File: src/design/rse_pkg.sv
`timescale 1ns / 1ps
// ----------------------------------------------------------------------------
// rse_pkg
// Shared types and constants of the rank sort engine.
// ----------------------------------------------------------------------------
package rse_pkg;

  localparam int MAX_ITEMS_DEF  = 64;
  localparam int DATA_WIDTH_DEF = 32;
  localparam int BEAT_WIDTH     = 32;

  typedef enum logic {
    ST_LOAD,
    ST_DRAIN
  } rse_state_t;

  typedef struct packed {
    logic ins;
    logic drain;
  } cell_ctrl_t;

endpackage

File: src/design/rse_cell.sv
`timescale 1ns / 1ps
// ----------------------------------------------------------------------------
// rse_cell
// One sorting cell: holds one value, inserts in order, shifts toward the head.
// ----------------------------------------------------------------------------
module rse_cell
  import rse_pkg::*;
#(
  parameter int W = DATA_WIDTH_DEF
) (
  input  logic                clk,
  input  logic                rst,
  input  cell_ctrl_t          ctrl,
  input  logic signed [W-1:0] ins_value,
  input  logic                prev_take,
  input  logic signed [W-1:0] prev_value,
  input  logic                prev_valid,
  input  logic signed [W-1:0] next_value,
  input  logic                next_valid,
  output logic signed [W-1:0] value,
  output logic                valid,
  output logic                take
);

  assign take = !valid || (ins_value < value);

  always_ff @(posedge clk) begin
    if (rst) begin
      valid <= 1'b0;
    end else if (ctrl.drain) begin
      valid <= next_valid;
    end else if (ctrl.ins && take) begin
      valid <= prev_take ? prev_valid : 1'b1;
    end
  end

  always_ff @(posedge clk) begin
    if (ctrl.drain) begin
      value <= next_value;
    end else if (ctrl.ins && take) begin
      value <= prev_take ? prev_value : ins_value;
    end
  end

endmodule

File: config.mk
export PLATFORM = sky130hd
export DESIGN_NAME = rse_cell
export DESIGN_NICKNAME = d
export VERILOG_FILES = /design/src/design/rse_pkg.sv /design/src/design/rse_cell.sv
export SDC_FILE = /design/constraint.sdc
export NUM_CORES = 1
export LEC_CHECK = 0
export BUFFER_PORTS_ARGS = -buffer_cell sky130_fd_sc_hd__buf_2
export CAP_MARGIN = 0
export CORE_ASPECT_RATIO = 1.1
export CORE_MARGIN = 3
export CORE_UTILIZATION = 40
export CTS_BUF_LIST = sky130_fd_sc_hd__clkbuf_2
export CTS_CLUSTER_SIZE = 8
export DETAILED_ROUTE_END_ITERATION = 8
export PLACE_DENSITY = 0.73
export SYNTH_ARGS = -nofsm -noshare
export SYNTH_HDL_FRONTEND = slang
export SYNTH_SLANG_ARGS = --single-unit
File: constraint.sdc
create_clock -name clk -period 5.2 [get_ports clk]
set_clock_uncertainty 0.05 [all_clocks]
set_input_delay 0.78 -clock clk [delete_from_list [all_inputs] [get_ports clk]]
set_output_delay 0.78 -clock clk [all_outputs]
set_load 0.005 [all_outputs]
; Yosys cells after proc, flatten, opt, wreduce, memory -nomap -nowiden
; Cells that the tools add are included.
[op_classes]
order_cmp = 1
mux = 6
reduce_logical = 4
[op_table]
columns = op, n
row1 = $mux W32, 3
row2 = $lt A32 B32 Y1, 1
row3 = $mux W1, 3
row4 = $reduce_bool A2 Y1, 1
row5 = $logic_and A1 B1 Y1, 1
row6 = $logic_not A1 Y1, 1
row7 = $logic_or A1 B1 Y1, 1
[totals]
register_bits = 33
input_bits = 103
output_inout_bits = 34
elab_cells = 13

; Depth between registers and ports, before layout
; Gate-level depths: netlist of run 1.
[logic_depth]
depth_word = 5
ltp_mapped = 8
ltp_nobuf = 8

; Worst setup path before layout of run 1
; No wires, ideal clock.
[synth_timing]
path_type = in2out
from = in ins_value[19]
to = out take
t_arrival_ns = 2.537
required_time_ns = 4.370
setup_slack_ns = 1.833
stages = 7
n_path_buf = 0
path_cell_list = ha_1 and2_4 a221o_1 a22oi_1 o211ai_1 or4b_4 and2_2
[synth_between]
elab_chain_len = 2
[synth_lines]
columns = element, line_no
row1 = from (decl), rse_cell.sv:14  ; input logic signed [W-1:0] ins_value,
row2 = $lt A32 B32 Y1, rse_cell.sv:25  ; assign take = !valid || (ins_value < value);
row3 = $logic_or A1 B1 Y1, rse_cell.sv:25
row4 = to (decl), rse_cell.sv:22  ; output logic take
; No other way between the ends.

; Worst setup path in the final report of run 1
[layout_timing]
from = in ins_value[7]
to = out take
; Same word-level chain as after synthesis.

==> results of run 1 <==
==> cells by family after synthesis <==
kind of cell               after synthesis  share of synthesized area
buffers and inverters                   44                     0.0669
DFF                                     33                      0.397
AOI/OAI and AO/OA                       61                      0.142
muxes                                   32                      0.130
and+or+nand+nor                         59                      0.107
adders and majority gates               31                      0.157
==> layout make-up <==
type | instances | area share
timing repair buffer | 138 | 0.214
tap | 77 | 0.0296
sequential | 33 | 0.301
clock inverter | 3 | 0.00384
multi-input combinational | 183 | 0.406
clock buffer | 5 | 0.00768
inverter | 33 | 0.0380
==> metal layers <==
layer / GRT usage / part of all wire / vias to the layer above
li1: - / - / 1200
met1: 0.187 / 0.41 / 1031
met2: 0.318 / 0.52 / 75
met3: 0.0356 / 0.064 / 4
met4: 0.0492 / 0.011 / 0
met5: 0 / 0 / -
==> worst paths after layout <==
kind,from,end,slack (ns),cells after the start
max,ins_value[7],take,1.49,9
max reg2reg,value[31],value[9],1.84,9
min,rst,valid,0.55,3
min reg2reg,valid,valid,0.56,2
==> through the flow <==
| step | util | power (mW) | instance area [µm²] | hold WS [ns] | std cells |
|---|---|---|---|---|---|
| 5_1_grt | 0.554 | 0.733 | 3260 | 0.537 | 472 |
| 4_1_cts | 0.554 | 0.690 | 3260 | 0.538 | 472 |
| 6_report | 0.554 | 0.681 | 3260 | 0.554 | 472 |
| 3_3_place_gp | 0.548 | 0.565 | 3220 | 0.531 | 464 |
| 3_5_place_dp | 0.548 | 0.574 | 3220 | 0.540 | 464 |
| 2_1_floorplan | - | 0.469 | 2470 | 0.511 | 260 |
==> critical path, cell delays in order <==
cell      delay [ns]
buf_2           0.11
ha_1            0.28
and3_1          0.20
a221oi_1        0.36
o31a_1          0.23
o22ai_1         0.10
or4b_4          0.50
and2_2          0.20
buf_2           0.12
==> layout by cell type (no fill, tap or decap) <==
cell type	count
nor4_1	1
clkbuf_2	5
a21oi_1	10
nor2_1	4
clkinv_1	2
a31o_1	1
mux2i_1	32
and2_1	1
and2_4	1
a211oi_1	1
nand3_1	2
a2111oi_0	1
edfxtp_1	32
inv_1	33
ha_1	31
a221oi_1	1
and3_1	1
nor3_1	1
clkinv_2	1
nand2_1	41
a31oi_1	1
o21a_1	1
nand4_1	4
a22oi_1	1
o211ai_1	2
buf_4	2
or4b_4	1
buf_2	136
nand2b_1	1
a221o_1	1
and2_2	1
o22ai_1	1
o31a_1	1
a21o_1	3
dfxtp_1	1
o21ai_0	35
o22a_1	1
==> flip-flops by register name, indices dropped and copies added (netlist names) <==
signal / cells
valid: 1
value: 32
==> report_power, final <==
part / total (mW) / switching [mW] / internal [mW]
logic: 0.220 / 0.112 / 0.109
registers: 0.343 / 0.0148 / 0.328
clock network: 0.117 / 0.0876 / 0.0295
total: 0.681 / 0.214 / 0.467
==> synth_stat cells (2+ instances only) <==
library cell  count  area share
nor2_1            4      0.0061
nand3_1           2      0.0041
nand4_1           4       0.010
inv_1            33       0.050
a21o_1            3      0.0091
clkbuf_1          8       0.012
a21oi_1          10       0.020
ha_1             31        0.16
o21ai_0          35       0.071
buf_1             3      0.0046
nand2_1          41       0.062
edfxtp_1         32        0.39
o211ai_1          2      0.0061
mux2i_1          32        0.13
==> results.ini, run 1 <==
[status]
status=finished, final reports clean

[clock_tree]
cts_setup_buffers=0
cts_tree=yes
postCtsHoldBufs=0
numCtsBuffers=5
cts_max_level=2
cts.sinks=33
insertion_delay_ns=0.37
path_clk_slew_ns=0.19
cts_resized=0
root_buffer=clkbuf_2
cts_buffer_depth=2

[global_route]
grt_max_degree=68
antenna_found_initial=0
grt_pass1_vias=2211
grt_pass1_wl_um=9410
overflow=0
grt.total_usage=0.168

[job]
maxCapViolCount=0

[yosys]
synth_edf_count=32
synthFlopType=edfxtp_1
ys_types=34
syn_area_per_cell_um2=9.50
ys_seq_elements=33
async_flop_share=0
syn_inst=260
netlist_area_um2=2470
yosys_warnings=0
ys_seq_area_frac=0.397
syn-num-nets=394

[placed_design]
place.gp.congestion=0.746
dp_hpwl_um=5110
portBuffers=136
pre_cts_ws_ns=1.39

[sta]
relSlewSlack=0.338
setup_viol=0
fin_setup_tns_ns=0
fmax_ghz=0.270
fin_crit_ns=3.71
rsz0062_at_grt=no
hold_violations=0
worst_slack_ns=1.49
timing.final.crit_share=0.713
drv_slew=0
worstMarginPinSlew_ns=0.993

[route]
drtPass1Iterations=4
vias_per_cell=4.89
drt_iter0_markers=43
drc=0
drt_wl_total_um=6180
wl_per_cell_um=13.1
via_count=2310
ant_nets=0

[pwr]
irDropWorstVdd_mv=0.150
p_per_area_nw_per_um2=209
p_leak_nw=1.73

[worst_setup_path]
worstSetupStartpointType=primary input
cp_data_required_time_ns=4.37
critPathCaptureType=output pin
cp_max_fo=3
cp.arrival_ns=2.88
crit_type=in2out

[floorplan]
core_um2=5880
die_w_um=80.9
initial_core_util=0.420
num_rows=29
dieArea_um2=7150
num_io_pins=137
die_h_um=88.4

[final_layout]
fill_cells=553
final-seq-area_um2=981
multi_input_area_um2=1320
area_delta_synth_final_pct=31.9
layout.nets=528
n_antenna_cell=0
drive_above_1_share=0.372

[worst_hold_path]
hold_path.class=in2reg

Power figures use the tool's default switching activity.
==> inputs of run 2 (changes only) <==
clock period = 3.87 ns   (was 5.2 ns; I/O delays follow)
==> results.ini, run 2 (synthesized netlist as in run 1, its figures left out) <==
[status]
status=finished, final reports clean

[worst_setup_path]
cp_data_required_time_ns=3.24
critPathCaptureType=output pin
crit_type=reg2out
reg2reg_slack_ns=1.01
cp_max_fo=3
cp.arrival_ns=2.79
worstSetupStartpointType=flop

[clock_tree]
insertion_delay_ns=0.36
cts_resized=0
cts_tree=yes
root_buffer=clkbuf_2
postCtsHoldBufs=0
numCtsBuffers=5
path_clk_slew_ns=0.18
cts_setup_buffers=0
cts_max_level=2
cts_buffer_depth=2
cts.sinks=33

[final_layout]
n_antenna_cell=0
drive_above_1_share=0.375
area_delta_synth_final_pct=32.0
final_common_cell=buf_2
layout.nets=528
layout_common_cells=buf_2, nand2_1, o21ai_0, inv_1
regMostFlops=value
reg.largest.list=value (32), valid (1)
fill_cells=552
largest_reg_flops=32

[sta]
rsz0062_at_grt=no
fin_setup_tns_ns=0
hold_violations=0
worst_slack_ns=0.450
setup_viol=0
relSlewSlack=0.316
timing.final.crit_share=0.884
drv_slew=0
fmax_ghz=0.292
fin_crit_ns=3.42
worstMarginPinSlew_ns=1.03

[pwr]
seq_power_share=0.499
p_int_mw=0.636
p_comb_frac=0.322
switchingPower_mw=0.287
p_clk_frac=0.179
irDropWorstVdd_mv=0.219
switching_share=0.311
p_leak_nw=1.73
p_per_area_nw_per_um2=283

[floorplan]
num_io_pins=137
core_um2=5880
num_rows=29
dieArea_um2=7150
initial_core_util=0.420
die_h_um=88.4
die_w_um=80.9

[route]
met2_length_um=3310
highest_layer=met4
drt_wl_total_um=6360
drc=0
via_count=2323
ant_nets=0
m1WireLength_um=2640
drtPass1Iterations=4
drt_iter0_markers=80
met3_length_um=358
vias_per_cell=4.92
wl_per_cell_um=13.5

[placed_design]
portBuffers=136
place.gp.congestion=0.734
pre_cts_ws_ns=0.552
dp_hpwl_um=5120

[worst_hold_path]
hold_path.class=in2reg

[global_route]
grt_pass1_vias=2246
overflow=0
antenna_found_initial=0
grt_max_degree=68
grt.total_usage=0.172
grt_pass1_wl_um=9580

[job]
maxCapViolCount=0

-- run 2: cell count changes in the layout (fill, tap and decap cells not counted), sizes merged --
cell,change
clkbuf,+2
clkinv,-2
-- run 2: final timing paths --
path	from	endpoint	depth (start not counted)
worst max register to register	value[7]	value[27]	9
worst min-delay path	rst	valid	3
worst max-delay path	value[7]	take	9
worst min register to register	valid	valid	2
-- run 2: area by class of cell --
class	count	area [µm²]	share of cell area
multi-input cells	183	1320	0.406
flip-flops and latches	33	981	0.301
repair buffers	138	696	0.213
inverters	33	124	0.0380
well taps	77	96.3	0.0296
clock buffers	7	35.0	0.0107
clock inverters	1	3.75	0.00115
-- run 2: power by group through the flow --
stage          Sequential, mW  Clock (mW)  Combinational, mW
3_5_place_dp            0.469           0              0.302
2_1_floorplan           0.472           0              0.157
5_1_grt                 0.465       0.188              0.341
6_report                0.460       0.165              0.297
3_3_place_gp            0.468           0              0.291
4_1_cts                 0.461       0.175              0.303
-- run 2: per-layer routing --
layer / vias to the layer above / GRT usage
met1: 1052 / 0.195
met5: - / 0
met3: 4 / 0.0305
met2: 72 / 0.323
li1: 1195 / -
met4: 0 / 0.0538
-- run 2: worst max-delay path, stage by stage (launching register included) --
cell and delay [ns]:
edfxtp_1 0.40, inv_1 0.05, ha_1 0.30, and3_1 0.20, a221oi_1 0.36, o31a_1 0.22, o22ai_1 0.09, or4b_4 0.50
and2_2 0.20, buf_2 0.12
-- run 2: metrics by stage --
stage	total power, mW	hold slack (ns)	instance area, µm²	cells	util
2_1_floorplan	0.630	0.511	2470	260	-
3_3_place_gp	0.759	0.549	3220	464	0.548
3_5_place_dp	0.771	0.566	3220	464	0.548
4_1_cts	0.939	0.358	3260	472	0.554
5_1_grt	0.995	0.342	3260	472	0.554
6_report	0.923	0.385	3260	472	0.554
