## config.mk

```make
export PLATFORM = sky130hd
export DESIGN_NAME = rse_ctrl
export DESIGN_NICKNAME = d
export VERILOG_FILES = /design/src/design/rse_pkg.sv /design/src/design/rse_ctrl.sv
export SDC_FILE = /design/constraint.sdc
export NUM_CORES = 1
export LEC_CHECK = 0
export BUFFER_PORTS_ARGS = -buffer_cell sky130_fd_sc_hd__clkbuf_2
export CORE_AREA = 2 2 39 41
export DETAILED_ROUTE_END_ITERATION = 10
export DIE_AREA = 0 0 41 43
export HOLD_SLACK_MARGIN = 0.02
export PLACE_DENSITY_LB_ADDON = 0.3
export SLEW_MARGIN = 25
export SYNTH_ARGS = -nofsm -noshare
export SYNTH_HDL_FRONTEND = slang
export SYNTH_SLANG_ARGS = --single-unit
```

## constraint.sdc

```tcl
create_clock -name clk -period 2.72 [get_ports clk]
set_input_delay 0.408 -clock clk [delete_from_list [all_inputs] [get_ports clk]]
set_output_delay 0.408 -clock clk [all_outputs]
set_load 0.005 [all_outputs]
```

## src/design/rse_pkg.sv

```systemverilog
`timescale 1ns / 1ps
// ----------------------------------------------------------------------------
// rse_pkg
// Shared types and constants of the rank sort engine.
// ----------------------------------------------------------------------------
package rse_pkg;

  localparam int MAX_ITEMS_DEF  = 64;
  localparam int DATA_WIDTH_DEF = 32;
  localparam int BEAT_WIDTH     = 32;

  typedef enum logic {
    ST_LOAD,
    ST_DRAIN
  } rse_state_t;

  typedef struct packed {
    logic ins;
    logic drain;
  } cell_ctrl_t;

endpackage

```

## src/design/rse_ctrl.sv

```systemverilog
`timescale 1ns / 1ps
// ----------------------------------------------------------------------------
// rse_ctrl
// Batch sequencer: counts loaded beats, flags drops, paces the drain.
// ----------------------------------------------------------------------------
module rse_ctrl
  import rse_pkg::*;
#(
  parameter int MAX_ITEMS = MAX_ITEMS_DEF
) (
  input  logic       clk,
  input  logic       rst,
  input  logic       s_tvalid,
  input  logic       s_tlast,
  output logic       s_tready,
  output logic       m_tvalid,
  input  logic       m_tready,
  output logic       m_tlast,
  output logic       m_tuser,
  output cell_ctrl_t ctrl
);

  localparam int CNT_W = $clog2(MAX_ITEMS + 1);

  rse_state_t       state;
  rse_state_t       state_next;
  logic [CNT_W-1:0] count;
  logic             dropped;
  logic             in_beat;
  logic             out_beat;
  logic             full;

  assign full     = (count == CNT_W'(MAX_ITEMS));
  assign in_beat  = s_tvalid && s_tready;
  assign out_beat = m_tvalid && m_tready;

  always_comb begin
    state_next = state;
    unique case (state)
      ST_LOAD: begin
        if (in_beat && s_tlast) begin
          state_next = ST_DRAIN;
        end
      end
      ST_DRAIN: begin
        if (out_beat && m_tlast) begin
          state_next = ST_LOAD;
        end
      end
      default: state_next = ST_LOAD;
    endcase
  end

  always_comb begin
    s_tready   = 1'b0;
    m_tvalid   = 1'b0;
    unique case (state)
      ST_LOAD:  s_tready = 1'b1;
      ST_DRAIN: m_tvalid = 1'b1;
      default: begin
        s_tready = 1'b0;
        m_tvalid = 1'b0;
      end
    endcase
    m_tlast    = (count == CNT_W'(1));
    m_tuser    = dropped;
    ctrl.ins   = in_beat && !full;
    ctrl.drain = out_beat;
  end

  always_ff @(posedge clk) begin
    if (rst) begin
      state   <= ST_LOAD;
      count   <= '0;
      dropped <= 1'b0;
    end else begin
      state <= state_next;
      if (ctrl.ins) begin
        count <= count + CNT_W'(1);
      end else if (out_beat) begin
        count <= count - CNT_W'(1);
      end
      if (in_beat && full) begin
        dropped <= 1'b1;
      end else if (out_beat && m_tlast) begin
        dropped <= 1'b0;
      end
    end
  end

endmodule

```

# ---- Yosys cells after proc, flatten, opt, wreduce, memory -nomap -nowiden
# Index checks and enable logic that the tools add are counted.
dict set report totals {
  inputBits 5
  regBits 9
  out_inout_bits 6
  elab_cells 26
}
dict set report op_classes {
  n_addsub 2
  muxes 9
  eq_ne 2
  n_bitwise 1
  n_reduce_logical 9
}
# operator count
set op_table {}
lappend op_table {{$mux W7} 2}
lappend op_table {{$add A7 B1 Y7 const B} 1}
lappend op_table {{$eq A7 B1 Y1 const B} 1}
lappend op_table {{$eq A7 B7 Y1 const B} 1}
lappend op_table {{$sub A7 B1 Y7 const B} 1}
lappend op_table {{$logic_and A1 B1 Y1} 6}
lappend op_table {{$mux W1} 6}
lappend op_table {{$reduce_bool A2 Y1} 2}
lappend op_table {{$pmux W1 S2} 1}
lappend op_table {{$logic_not A1 Y1} 1}
lappend op_table {{$not A1 Y1} 1}

# ---- Longest topological paths before layout
# Gate-level depths: netlist of run 1.
dict set report depth {
  depth_word 5
  mapped_depth 6
  mapped_depth_nobuf 6
}

# ---- Least setup slack after synthesis of run 1
# No wires, ideal clock.
dict set report synth_timing {
  path_kind {reg-to-output}
  start {register count[2]}
  end {output port m_tlast}
  path_slack_ps 1157
  t_arrival_ps 1155
  path_stages_with_launch 4
  required_ps 2312
  path_cell_list {dfxtp_1 buf_6 or4_4 nor3b_4}
}
dict set report synth_between {
  elab_chain_cells 1
}
# item line_no
set synth_lines {}
lappend synth_lines {{start, declared} rse_ctrl.sv:27} ;# logic [CNT_W-1:0] count;
lappend synth_lines {{start signal, assigned} rse_ctrl.sv:79} ;# count <= count + CNT_W'(1);
lappend synth_lines {{start signal, assigned} rse_ctrl.sv:81} ;# count <= count - CNT_W'(1);
lappend synth_lines {{$eq A7 B1 Y1} rse_ctrl.sv:65} ;# m_tlast = (count == CNT_W'(1));
lappend synth_lines {{end, declared} rse_ctrl.sv:18} ;# output logic m_tlast,
# No other way between the ends.

==> metrics, run 1 <==
pin count of the biggest net entering global routing 12; crit path DAT 1.63 ns; Synth cell types 29; post-DR wirelength/cell 12.3 µm; RePlAce Congestion 0.765; Peak Freq 490 MHz; hold_sp s_tlast; placed cells 87; hold buffer count at cts 0; xor-xnor portion of the synthesized cell area 0.0467; Critical Path Start count[0]$_SDFFE_PP0P_; Worst Setup End Kind primary output; Psw 106 µW; Net Sw Frac 0.305; Clock Sinks 9; Num CTS Buffers 3; Compound-Gate Fraction of Synth Area 0.180; Ports 11; CTS tree built; asr flop ratio synth 0; outcome finished clean; row cnt 14; Setup Fix Bufs, Post-CTS 0; number of detailed-route iterations in the first pass 4; Slew Limit Fails 0; Int Power 241 µW; port buffer count 10; Critical Path RT 2.31 ns; Core Util, Final 0.457; Tmin final 2.04 ns; Final HPWL DP 865 µm; vias in the first global route 428; share of cells above drive strength 1 0.253; Post-Syn Area 563 µm²; first-pass GRT wire length 1810 µm; Layout area overhead 12.2%; 1st-iter DRT viols 6; simple-gate share of the synthesized area 0.311; syn nets 73; synth top area cells dfxtp_1 32%, ha_1 6.7%, nor3_1 5.3%, xnor2_1 4.7%, nand3_1 4.4%; leakage 0.000247 µW; RR Startpoint count[0]$_SDFFE_PP0P_; adder-cell share of the synthesized area 0.0667; cts repair resizes 0; number of synthesized flops with an enable pin 0; clk buf depth 2; Setup Skew 0.000638 ns; die span in x 41 µm; maximum fanout along the worst path 7; Remaining DRCs 0; Yosys top cell area share 0.320; TNS Setup 0 ns; top_reg_cell synth dfxtp_1; Seq/Total Area, Yosys 0.320; most common cell in the netlist dfxtp_1; GRT Total Usage 0.156; top post-synthesis cells by count 9 x dfxtp_1, 6 x nor3_1, 5 x nand3_1, 5 x nor2_1, 4 x inv_1; Clock Latency Late Sink 0.26 ns; mux contribution to synthesized area 0; DIE HEIGHT 43 µm; area leader, netlist dfxtp_1; Clock Tree Root clkbuf_4; Max Cap Viol 0; Syn Area/Cell 8.66 µm²; Finish-stage setup viols 0; via count 482; Combinational Power Share 0.246; worst slew pin tran 0.503 ns; Reg power frac 0.455; Ys Warns 0; Final nets 84; die area 0.00176 mm²; Layout Cells excl Fill 91; routed vias/inst 5.30; maximum VDD drop 0.220 mV; kind of critical path reg2out; Startpoint Class flop; Min-Delay Path Class in2reg; #FFs+latches synth 9; initial antenna violation count 0; Post-Synthesis Cells 65; Antenna Violating Nets Remaining 0; core area 0.00138 mm²; power density cells 549 mW/mm²; Clock Power Share 0.298; Initial Util 0.407; Fin. Hold Viols 0; H-tree Lvls 1; largest family of logic cells by synthesized area simple AND/OR/NAND/NOR gates; clock slew at reported path FFs 0.06 ns; Tcrit/Tclk final 0.750; diode count 0; Overflow after GRT 0; RSZ-0062 raised after global routing false; Routed WL 1120 µm; Tot Pwr 347 µW; Slew HR 0.663
## per-stage QoR
stage	hold slack (ns)	instance area [µm²]	worst slack, ns
after global routing	0.437	632	0.550
after CTS	0.427	632	0.668
after detailed placement	0.491	606	0.970
after global placement	0.488	606	1.03
final	0.431	632	0.680
after floorplan	0.490	563	1.16
## routing by layer
metal,wire length (µm),global-route usage,vias up
li1,-,-,254
met1,566,0.203,218
met2,499,0.213,10
met3,56,0.0942,0
met4,0,0.0400,0
met5,0,0,-
## critical path, cell delays in order (launching register included)
cell      delay [ns]
dfxtp_1         0.43
inv_1           0.07
ha_1            0.22
a31oi_1         0.45
clkbuf_2        0.20
## sequential cells by signal (all words and copies together) (netlist names)
| signal | flops |
|---|---|
| state | 1 |
| count | 7 |
| m_tuser | 1 |
## area by class of cell
cell class              count  area, µm²
clock buffers               4       26.3
repair buffers             10       50.0
flip-flops and latches      9        180
multi-input cells          48        340
inverters                   4       15.0
well taps                  16       20.0
fillers                   134        752
## path summary, 6_finish.rpt
| path | end | depth (start not counted) | slack (ns) |
|---|---|---|---|
| worst min register to register | m_tuser$_SDFFE_PP0P_ | 2 | 0.50 |
| worst max-delay path | ctrl[1] | 4 | 0.68 |
| worst min-delay path | state$_SDFF_PP0_ | 3 | 0.43 |
| worst max register to register | count[1]$_SDFFE_PP0P_ | 5 | 1.14 |
## cells by family after synthesis
family	Yosys count
simple gates	29
flops	9
xor+xnor	3
compound gates	13
buf+inv	8
fa+ha+maj	3
## power groups by stage
| stage | Clock (µW) | Sequential [µW] | Combinational [µW] |
|---|---|---|---|
| finish | 103 | 158 | 85.5 |
| global route | 115 | 160 | 95.2 |
| CTS | 110 | 158 | 86.0 |
| detailed placement | 0 | 161 | 85.6 |
| global placement | 0 | 160 | 84.2 |
| floorplan | 0 | 155 | 72.0 |
## cell usage in the layout, fill, tap and decap left out, types with 2 or more instances in the layout
| cell | instances |
|---|---|
| nor2_1 | 5 |
| nor3_1 | 6 |
| nor4_1 | 2 |
| ha_1 | 3 |
| o22ai_1 | 2 |
| o21a_1 | 2 |
| xnor2_1 | 3 |
| inv_1 | 4 |
| clkbuf_2 | 10 |
| nand2b_1 | 2 |
| a21oi_1 | 3 |
| nand3_1 | 5 |
| clkbuf_4 | 3 |
| a31oi_1 | 2 |
| nand2_1 | 2 |
| dfxtp_1 | 9 |
No activity file was read; power rests on OpenSTA's default activity.
==> inputs of run 2 (changes only) <==
==> constraint.sdc (replaced) <==
create_clock -name clk -period 2 [get_ports clk]
set_input_delay 0.3 -clock clk [delete_from_list [all_inputs] [get_ports clk]]
set_output_delay 0.3 -clock clk [all_outputs]
set_load 0.005 [all_outputs]
==> run 2 against run 1 <==
  * Routed wire length rose by 4.6%
  * Critical path depth fell by 1
  * Flip-flop and latch count did not move
  * Clock-buffer cell count did not move
  * Final cell count up 1.1%
  * Non-clock buffer count rose by 1
  * Combinational power is 46% higher
  * Setup slack got worse by 0.55 ns
  * Clock power is 39% higher
==> metrics, run 2 (same netlist as run 1, synthesis figures left out) <==
outcome finished clean; Setup Fix Bufs, Post-CTS 0 (unchanged); Ports 11 (unchanged); worst slew pin tran 0.482 ns (-0.0212 ns); Clock Tree Root clkbuf_4; routed vias/inst 5.62 (+6.1%); max reg flops 7 (unchanged); Worst Setup End Kind primary output; crit-path leading delay family simple AND/OR/NAND/NOR gates; Slew HR 0.676 (+0.0127); Num CTS Buffers 3 (unchanged); Clock Sinks 9 (unchanged); Worst path max stage delay 0.58 ns (+0.13 ns); Final nets 85 (+1.2%); Slowest-stage cell, CP or4_4; die span in x 41 µm (unchanged); Finish-stage setup viols 0 (unchanged); Final HPWL DP 875 µm (+1.1%); maximum VDD drop 0.406 mV (+84%); 1st-iter DRT viols 8 (+2); port buffer count 10 (unchanged); power density cells 745 mW/mm² (+36%); Min-Delay Path Class in2reg; maximum fanout along the worst path 9 (+2); first-pass GRT wire length 1920 µm (+5.7%); FF-to-FF End count[5]$_SDFFE_PP0P_; core area 0.00138 mm² (unchanged); cts repair resizes 0 (unchanged); vias in the first global route 473 (+11%); Startpoint Class flop; GRT Total Usage 0.162 (+0.00636); share of cells above drive strength 1 0.276 (+0.0230); RR Startpoint count[0]$_SDFFE_PP0P_; final hold slack 0.338 ns (-0.0930 ns); clock slew at reported path FFs 0.06 ns (about the same); DIE HEIGHT 43 µm (unchanged); initial antenna violation count 0 (unchanged); Largest Register count; Setup Skew 0.00297 ns (+0.00233 ns); Antenna Violating Nets Remaining 0 (unchanged); R2R cell count 5 (unchanged); TNS Setup 0 ns (unchanged); leakage 0.000252 µW (+2.3%); row cnt 14 (unchanged); Peak Freq 533 MHz; H-tree Lvls 1 (unchanged); Routed WL 1170 µm (+4.6%); hold buffer count at cts 0 (unchanged); Tmin final 1.87 ns; Fin. Hold Viols 0 (unchanged); Clock Latency Late Sink 0.26 ns (about the same); commonest non-fill, non-tap cells in the layout 10 x clkbuf_2, 9 x dfxtp_1, 6 x nor3_1; r2r setup slk 0.37 ns (-0.77 ns); commonest non-fill, non-tap cell in the layout clkbuf_2; CTS tree built; Remaining DRCs 0 (unchanged); Initial Util 0.407 (unchanged); crit path DAT 1.57 ns (-0.06 ns); post-DR wirelength/cell 12.8 µm (+3.5%); Layout area overhead 14.7%; crit path buf inv count 1 (-1); Slew Limit Fails 0 (unchanged); diode count 0 (unchanged); crit-path cells or4_4 -> nor3b_4 -> clkbuf_2; Max Cap Viol 0 (unchanged); kind of critical path reg2out; WHS Endpoint state$_SDFF_PP0_; Tcrit/Tclk final 0.937; Overflow after GRT 0 (unchanged); die area 0.00176 mm² (unchanged); Critical Path RT 1.70 ns (-0.61 ns); hold_sp s_tlast; via count 517 (+7.3%); pin count of the biggest net entering global routing 12 (unchanged); number of detailed-route iterations in the first pass 4 (unchanged); RePlAce Congestion 0.745 (-2.7%); Hold Path Stages 3 (unchanged); RSZ-0062 raised after global routing false; fill cell count 131 (-2.2%); clk buf depth 2 (unchanged)
==> run 2: cell count changes in the layout (fill, tap and decap cells not counted), sizes merged <==
cell / before / now
buf: 0 / 1
==> run 2: layout make-up <==
cell class	count	area (µm²)	share of cell area
multi-input cells	48	347	0.537
flip-flops and latches	9	180	0.279
repair buffers	11	57.6	0.0891
clock buffers	4	26.3	0.0407
well taps	16	20.0	0.0310
inverters	4	15.0	0.0233
==> run 2: worst max-delay path by stage <==
stage,from,end,slack [ns],depth (start not counted)
floorplan,count[2]$_SDFFE_PP0P_,m_tuser$_SDFFE_PP0P_,0.48,5
detailed placement,count[2]$_SDFFE_PP0P_,m_tlast,0.42,3
finish,count[2]$_SDFFE_PP0P_,m_tlast,0.13,3
global route,count[2]$_SDFFE_PP0P_,m_tlast,0.04,3
CTS,count[2]$_SDFFE_PP0P_,m_tlast,0.12,3
global placement,count[2]$_SDFFE_PP0P_,m_tlast,0.42,3
==> run 2: tightest hold or removal path, stage by stage <==
cell and delay [ns]:
clkbuf_2 0.08, a21oi_1 0.05, nor3_1 0.12
==> run 2: metrics by stage <==
| stage | cell area [µm²] | cells | total power, µW | worst slack, ns | util |
|---|---|---|---|---|---|
| after global placement | 613 | 88 | 336 | 0.416 | 0.443 |
| final | 646 | 92 | 481 | 0.125 | 0.467 |
| after global routing | 646 | 92 | 510 | 0.0430 | 0.467 |
| after CTS | 639 | 92 | 483 | 0.124 | 0.462 |
| after detailed placement | 613 | 88 | 338 | 0.419 | 0.443 |
| after floorplan | 563 | 65 | 309 | 0.482 | - |
==> run 2: layer usage <==
metal | vias up | wire, µm | part of all wire | global-route usage
met1 | 241 | 565 | 0.48 | 0.198
met2 | 14 | 539 | 0.46 | 0.247
met4 | 0 | 0 | 0 | 0.0200
li1 | 262 | - | - | -
met3 | 0 | 67 | 0.057 | 0.0942
met5 | - | 0 | 0 | 0
==> run 2: report_power, final <==
group | internal [µW] | switching, µW
Sequential | 194 | 18.9
Combinational | 60.6 | 64.6
Clock | 77.0 | 66.1
Total | 331 | 150
==> inputs of run 3 (changes only) <==
--- a/config.mk
+++ b/config.mk
@@ -10,7 +10,7 @@
 export DETAILED_ROUTE_END_ITERATION = 10
 export DIE_AREA = 0 0 41 43
 export HOLD_SLACK_MARGIN = 0.02
-export PLACE_DENSITY_LB_ADDON = 0.3
+export PLACE_DENSITY = 0.68
 export SLEW_MARGIN = 25
 export SYNTH_ARGS = -nofsm -noshare
 export SYNTH_HDL_FRONTEND = slang
==> constraint.sdc (replaced) <==
create_clock -name clk -period 1.85 [get_ports clk]
set_input_delay 0.2775 -clock clk [delete_from_list [all_inputs] [get_ports clk]]
set_output_delay 0.2775 -clock clk [all_outputs]
set_load 0.005 [all_outputs]
==> run 3 against run 2 <==
  * Non-clock buffer count is 1 lower
  * Final cell count down 1.1%
  * Clock-buffer cell count stayed put
  * Die area did not move
  * Combinational power rose by 6%
  * Cell area rose by 0.78%
  * Register-to-register slack lost 0.04 ns
  * First-iteration DRC count increased by 130%
  * Sequential power is 10% higher
  * Worst hold slack lost 0.045 ns
  * Via count is 2.7% lower
  * Critical endpoint is now ctrl[1]
==> metrics, run 3 (same netlist as run 1, synthesis figures left out) <==
maximum fanout along the worst path 9 (unchanged); Min-Delay Path Class in2reg; crit path DAT 1.52 ns (-0.05 ns); Slew HR 0.600 (-0.0760); worst slew pin tran 0.595 ns (+0.113 ns); commonest non-fill, non-tap cells in the layout 10 x clkbuf_2, 6 x nor3_1, 6 x dfxtp_1; Layout Cells excl Fill 91 (-1.1%); pre-CTS setup slack 0.184 ns (-0.235 ns); Peak Freq 557 MHz; Clock Latency Late Sink 0.27 ns (about the same); Setup Fix Bufs, Post-CTS 0 (unchanged); Max Cap Viol 0 (unchanged); die area 0.00176 mm² (unchanged); Worst Setup End Kind primary output; power density cells 810 mW/mm² (+8.7%); max reg flops 7 (unchanged); number of detailed-route iterations in the first pass 4 (unchanged); Num CTS Buffers 3 (unchanged); die span in x 41 µm (unchanged); Startpoint Class flop; CTS tree built; first-pass GRT wire length 1960 µm (+2.1%); core area 0.00138 mm² (unchanged); Clock Tree Root clkbuf_4; commonest non-fill, non-tap cell in the layout clkbuf_2; pin count of the biggest net entering global routing 12 (unchanged); Slowest-stage cell, CP nor4_1; routed vias/inst 5.53 (-1.6%); leakage 0.000249 µW (-1.1%); Finish-stage setup viols 0 (unchanged); Layout area overhead 15.6%; multi-input logic area 355 µm² (+2.5%); Ports 11 (unchanged); maximum VDD drop 0.477 mV (+17%); RePlAce Congestion 0.777 (+4.4%); Final HPWL DP 828 µm (-5.4%); Tcrit/Tclk final 0.970; GRT Total Usage 0.166 (+0.00436); placed cells 87 (-1.1%); RSZ-0062 raised after global routing true; Tmin final 1.79 ns; Fin. Hold Viols 0 (unchanged); port buffer count 10 (unchanged); Antenna Violating Nets Remaining 0 (unchanged); 1st-iter DRT viols 18 (+10); post-DR wirelength/cell 12.9 µm (+1.2%); Largest Register count; Register Area 184 µm² (+2.1%); Remaining DRCs 0 (unchanged); clk buf depth 2 (unchanged); fill cell count 142 (+8.4%); Final nets 84 (-1.2%); clock slew at reported path FFs 0.06 ns (about the same); DIE HEIGHT 43 µm (unchanged); vias in the first global route 465 (-1.7%); H-tree Lvls 1 (unchanged); outcome finished clean; crit-path cells nor4_1 -> a31oi_4 -> clkbuf_2; Initial Util 0.407 (unchanged); Clock Sinks 9 (unchanged); Overflow after GRT 0 (unchanged); Setup Skew 0.00156 ns (-0.00141 ns); via count 503 (-2.7%); diode count 0 (unchanged); Routed WL 1170 µm (about the same); Worst path max stage delay 0.55 ns (-0.03 ns); initial antenna violation count 0 (unchanged); row cnt 14 (unchanged); final worst setup slack 0.0562 ns (-0.0689 ns); kind of critical path reg2out; share of cells above drive strength 1 0.307 (+0.0304); Slew Limit Fails 0 (unchanged); Critical Path RT 1.57 ns (-0.13 ns)
run 3: cell count changes in the layout (fill, tap and decap cells not counted):
cell     delta
buf_4       -1
a31oi_2     -1
dfxtp_1     -3
a31oi_4     +1
dfxtp_2     +3
run 3: routing by layer:
metal	global-route usage	up-vias	routed length, µm
met5	0	-	0
met4	0.153	0	48
met3	0.0157	5	30
met2	0.213	9	519
met1	0.232	230	576
li1	-	259	-
run 3: per-stage QoR:
step | area, µm² | setup TNS [ns] | hold slack (ns) | util | power [µW]
floorplan | 563 | 0 | 0.453 | - | 334
global placement | 606 | 0 | 0.484 | 0.438 | 359
detailed placement | 606 | 0 | 0.500 | 0.438 | 361
CTS | 638 | 0 | 0.298 | 0.461 | 517
global route | 651 | -0.0208 | 0.347 | 0.470 | 551
finish | 651 | 0 | 0.293 | 0.470 | 527
run 3: worst paths after layout:
| path | start | to | slack (ns) | depth (start not counted) |
|---|---|---|---|---|
| worst max register to register | count[1]$_SDFFE_PP0P_ | count[4]$_SDFFE_PP0P_ | 0.33 | 6 |
| worst min register to register | m_tuser$_SDFFE_PP0P_ | m_tuser$_SDFFE_PP0P_ | 0.51 | 2 |
| worst min-delay path | s_tlast | state$_SDFF_PP0_ | 0.29 | 3 |
| worst max-delay path | count[2]$_SDFFE_PP0P_ | ctrl[1] | 0.06 | 3 |
run 3: final cells by class:
type	instances	area share
Multi-Input combinational cell	48	0.546
Tap cell	16	0.0308
Timing Repair Buffer	10	0.0769
Clock buffer	4	0.0404
Sequential cell	9	0.283
Inverter	4	0.0231
run 3: timing repair:
action | in CTS | in global routing
resized for setup | 1 | 4
pin swaps | 0 | 1
endpoints found under the setup margin | 1 | 2
hold buffers | 0 | 0
run 3: where the power goes:
| group | total [µW] | switching (µW) | internal (µW) |
|---|---|---|---|
| clock network | 159 | 75.6 | 83.6 |
| logic | 132 | 68.4 | 63.9 |
| registers | 235 | 24.8 | 210 |
run 3: worst max-delay path: cells and delay by family, from the launching register on:
family | cells | cell delay (ns)
compound gates | 1 | 0.19
buf+inv | 1 | 0.15
simple gates | 1 | 0.55
flops | 1 | 0.35
